--- src/hw/rtl/hmap_ram.sv ---
// Generic single-write, single-read RAM with a registered read port.
// Depends on nothing.
`default_nettype none
module hmap_ram #(
   parameter int WIDTH = 8,
   parameter int DEPTH = 256
) (
   input  wire logic                     clock,
   input  wire logic                     wr_en,
   input  wire logic [$clog2(DEPTH)-1:0] wr_addr,
   input  wire logic [WIDTH-1:0]         wr_data,
   input  wire logic                     rd_en,
   input  wire logic [$clog2(DEPTH)-1:0] rd_addr,
   output logic      [WIDTH-1:0]         rd_data
);
   logic [WIDTH-1:0] mem [DEPTH];
   logic [WIDTH-1:0] rd_data_ff;

   always_ff @(posedge clock) begin
      if (wr_en) begin
         mem[wr_addr] <= wr_data;
      end
      if (rd_en) begin
         rd_data_ff <= mem[rd_addr];
      end
   end

   assign rd_data = rd_data_ff;
endmodule
`default_nettype wire

--- config.mk ---
export PLATFORM = sky130hd
export DESIGN_NAME = hmap_ram
export DESIGN_NICKNAME = d
export VERILOG_FILES = /design/src/hw/rtl/hmap_ram.sv
export SDC_FILE = /design/constraint.sdc
export NUM_CORES = 2
export LEC_CHECK = 0
export BUFFER_PORTS_ARGS = -buffer_cell sky130_fd_sc_hd__buf_2
export CAP_MARGIN = 0
export CORE_MARGIN = 10
export CORE_UTILIZATION = 50
export DETAILED_ROUTE_END_ITERATION = 7
export GPL_ROUTABILITY_DRIVEN = 0
export PLACE_DENSITY = 0.68
export RECOVER_POWER = 50
export SLEW_MARGIN = 0
export SYNTH_ARGS = -nofsm -noshare
export SYNTH_HDL_FRONTEND = slang
export SYNTH_SLANG_ARGS = --single-unit
--- constraint.sdc ---
create_clock -name clock -period 2.5 [get_ports clock]
set_input_delay 0.25 -clock clock [delete_from_list [all_inputs] [get_ports clock]]
set_output_delay 0.25 -clock clock [all_outputs]
set_load 0.005 [all_outputs]
# [Word level (Yosys, flattened, before mapping)]
# Memory sizes are Yosys's and may differ from the RTL's. A register that Yosys moved wholly into a read port is not among the register bits.
# Index checks and enable logic that the tools add are counted.
[word_totals] regBits=0 mem_bits_rw=2048 input_bits=27 output_inout_bits=8 mem_count=1
[op_classes] mux=2
[mem_list] name="mem" depth=256 width=8 rd=1 rd_clocked_by_memory_dff=1 wr=1 line_no="16" source="logic [WIDTH-1:0] mem [DEPTH];"
[op_table] op="$mux 1" count=2

# [Logic depth before layout (Yosys ltp)]
[depth] depth_word=2 ltp_mapped=11

# [Worst setup path before layout]
# OpenSTA, ideal clock, no wires.
[synth_path] path_kind="input port to flip-flop" startpoint="input rd_addr[0]" endpoint="register rd_data_ff[2], in the netlist rd_data[2] (read register of mem), data pin" setup_time_ns=0.269 arrival_time_ns=2.057 setup_slack_ns=0.174 path_stages=9 cell_sequence="buf_6 buf_12 buf_8 buf_2 mux4_2 a22oi_1 a21oi_1 nor4_1 nor4_2"
[synth_rtl] item="start, declared" line_no="13" source="input wire logic [$clog2(DEPTH)-1:0] rd_addr,"
[synth_rtl] item="end, declared" line_no="17" source="logic [WIDTH-1:0] rd_data_ff;"

==> key figures <==
Global routing
  – Antenna violations before repair: 11
  – Global-route total usage across every layer: a little under a quarter
  – Number of global-route vias before repair: around 41000
  – Largest net degree at the start of global routing: 140
  – Grt ovf: 0
  – First-pass GRT wire length: 289.5 mm

Route
  – Drt wl/cell: 29.73 um
  – Routed WL: around 200 mm
  – Via density: 6.188
  – Initial DRC count: roughly 5300
  – First-pass detailed-route iteration total: 8
  – ANT nets after route: 0
  – Drc violations: 0
  – Via count: 41433

Timing
  – Total Neg Setup Slack: -160.5 ps
  – Clk_skew: 44.10 ps
  – Endpoints failing hold: 0
  – RSZ-0062 raised after global routing: false
  – Slew HR: -72.45%
  – Min Tclk post-route: 2569 ps
  – Least-Margin Pin Slew: 2587 ps
  – Final Slew Violations: 800
  – Period utilization: 102.7%
  – Final setup vio count: 7
  – Worst setup margin: -68.61 ps
  – FMAX: 389.3 MHz

Critical path
  – R2R Path Start: mem[155][6]
  – CP Class: flip-flop to flip-flop
  – Cells on worst reg2reg path: 6
  – WP data required: just over 3000 ps
  – CP max stage cell: nor4_1
  – Crit end category: flip-flop
  – Critical path arrival: 3140 ps
  – Worst path bufs/invs: 1
  – R2R setup slack: -70 ps
  – Capturing point of the worst reg2reg path: rd_data[6]
  – Max FO, Critical Path: 1
  – Largest delay share family, worst path: simple AND/OR/NAND/NOR gates
  – Setup crit start kind: flip-flop
  – Crit-path max cell delay: between 500 and 600 ps
  – CP Cell Sequence: mux4_2 > a22oi_1 > a21oi_1 > nor4_1 > buf_4 > nor4_2

Logic synthesis
  – Synth cell types: between 50 and 60
  – Seq/Total Area, Yosys: 77.53%
  – Post-synth top area share: 77.53%
  – Area leader, netlist: edfxtp_1
  – EDFF count, synth: 2056
  – Post-Syn Instances: 3733
  – Primary FF master, synth: edfxtp_1
  – Avg Cell Area, Syn: 21.33 um^2
  – Async SR Flop Fraction: 0%
  – Mapped cell area: 79640 um^2
  – Post-Syn Nets: 3760
  – Synth warn: 0
  – Area contributors post-synth: edfxtp_1 (78%), mux4_2 (13%), mux2i_1 (1.7%), nor2_1 (1.3%), a22oi_1 (1.3%)
  – #FFs+latches synth: 2056

Clock tree
  – CTS Buf Count: 200
  – CTS tree: yes
  – # clock sinks: 2056
  – Clock transition at the registers of the reported paths: 70 ps
  – Clock buffer depth: 3
  – # H-tree levels: 4
  – CTS Root Cell: clkbuf_16
  – Worst skew pair latency: 810 ps

Layout
  – Leading cell type in the layout, fill and taps excluded: edfxtp_1
  – Area grow syn2layout: 17.23%
  – Most frequent cells in the layout: edfxtp_1 (2056), buf_4 (558), mux4_2 (454), nor2_1 (279), clkbuf_16 (203)
  – Layout Nets: about 4500
  – Share of cells above drive strength 1: a little under a third

Floorplanning
  – Die span in y: 419.1 um
  – # IOs: 35
  – Die area: 175600 um^2
  – Core ar.: 158400 um^2
  – Starting Density: just over 50%
  – Site Rows: 146
  – Die W: 419.1 um

Power and ir drop
  – Pwr Total: around 71000 uW
  – P_leak: 0.03014 uW
  – Gate power share: 5.5%
  – PwrDens: 760.1 nW/um^2
  – Switch share: 21.13%
  – Int Pwr: roughly 56000 uW
  – P_sw: around 15000 uW
  – Seq pwr share: 53.7%
  – Worst vdd ir: between 0.7 and 0.8 mV
  – Clock Power Share: 40.8%

Placement
  – DP Wirelength: 127.5 mm
  – Port buffer count: 34

Outcome
  – Violated checks: capacitance limit, slew limit, setup timing
  – Status: finished with violations

Worst hold path
  – Hold depth: 4
  – Hold endpoint: mem[167][1]
  – Min-Delay Path Class: input port to flip-flop
  – Hold Path Origin: wr_addr[1]

Run
  – Number of max-cap violations: 10
==> flip-flops by register name, indices dropped and copies added, names as in the netlist <==
| signal | count |
|---|---|
| mem | 2048 |
| rd_data | 8 |
==> cells in the mapped netlist, drive strengths merged, types with 2 or more instances <==
master / instances
o22a: 5
a2111oi: 5
clkbuf: 111
o22ai: 28
mux2i: 134
o221ai: 47
a311oi: 2
edfxtp: 2056
o211ai: 10
a22o: 8
nand4: 10
a21oi: 96
o21ai: 12
a22oi: 133
nand3b: 2
and2: 6
nor2b: 31
or2: 4
buf: 122
a31oi: 2
nor2: 282
o32ai: 5
nand2b: 8
nor4: 27
nand2: 33
a211oi: 16
nor3: 22
and3b: 2
mux4: 456
nand3: 34
a221oi: 14
==> worst max path at each step <==
stage / startpoint / to / slack, ps / cells past startpoint
global route: mem[19][5] / rd_data[5] / 1 / 8
CTS: mem[19][5] / rd_data[5] / 10 / 8
finish: mem[155][6] / rd_data[6] / -70 / 6
floorplan: rd_addr[0] / rd_data[2] / 170 / 9
global placement: rd_addr[0] / rd_data[1] / -1160 / 9
detailed placement: rd_addr[0] / rd_data[2] / -1100 / 9
==> layout make-up <==
cell class / count / area [um^2]
fill: 11244 / 65020
sequential: 2056 / 61740
multi-input combinational: 1442 / 16590
timing repair buffer: 750 / 6137
clock buffer: 251 / 5260
tap: 2072 / 2592
clock inverter: 115 / 1016
antenna: 8 / 20.02
inverter: 2 / 7.507
==> what timing repair did <==
action / 4_1_cts / 5_1_grt
resized for setup: 11 / 5
setup endpoints to repair: 6 / 5
pin swaps: 3 / 0
hold endpoints to repair: 139 / 0
setup buffers: 0 / 0
hold buffers: 6 / 0
==> worst register-to-register path, stage by stage (launching register included) <==
cell and delay, ps:
edfxtp_1 370, mux4_2 480, a22oi_1 360, a21oi_1 220
nor4_1 580, buf_4 260, nor4_2 60
==> per-stage QoR <==
| step | setup slack, ps | hold slack (ps) | util (%) | area, um^2 | cells |
|---|---|---|---|---|---|
| after floorplan | 173.9 | 348.9 | - | 79640 | 3733 |
| after global placement | -1157 | 650.1 | 55.22 | 87460 | 6316 |
| after global routing | 0.9748 | 186.4 | 58.94 | 93350 | 6692 |
| after CTS | 9.609 | 6.836 | 59.26 | 93860 | 6688 |
| final | -68.61 | 168.5 | 58.95 | 93360 | 6696 |
| after detailed placement | -1099 | 652.1 | 55.22 | 87460 | 6316 |
==> per-layer routing <==
metal	routed length, um	vias to the layer above	track usage (%)
li1	-	17166	-
met1	77810	21714	31.96
met2	96530	2207	35.92
met3	18880	340	4.386
met4	5838	6	6.647
met5	41	-	0
==> logic make-up (layout without fill, tap and decap cells) <==
| family | count (synthesis) | count (layout) | share of synthesized area (%) |
|---|---|---|---|
| AO/OA/AOI/OAI | 385 | 385 | 3.416 |
| buffers and inverters | 235 | 1118 | 1.829 |
| flip-flops | 2056 | 2056 | 77.53 |
| multiplexers | 591 | 591 | 14.60 |
| other | 0 | 8 | 0 |
| AND/OR/NAND/NOR | 466 | 466 | 2.625 |
==> power by group through the flow <==
stage                     logic, uW  registers (uW)  clock network (uW)
after floorplan                1850           38800                   0
after detailed placement       3930           38800                   0
after CTS                      3960           38100               29400
after global routing           4110           38100               30700
after global placement         3880           38800                   0
final                          3900           38100               29000
Note: power is estimated with default switching activity, not from simulation.
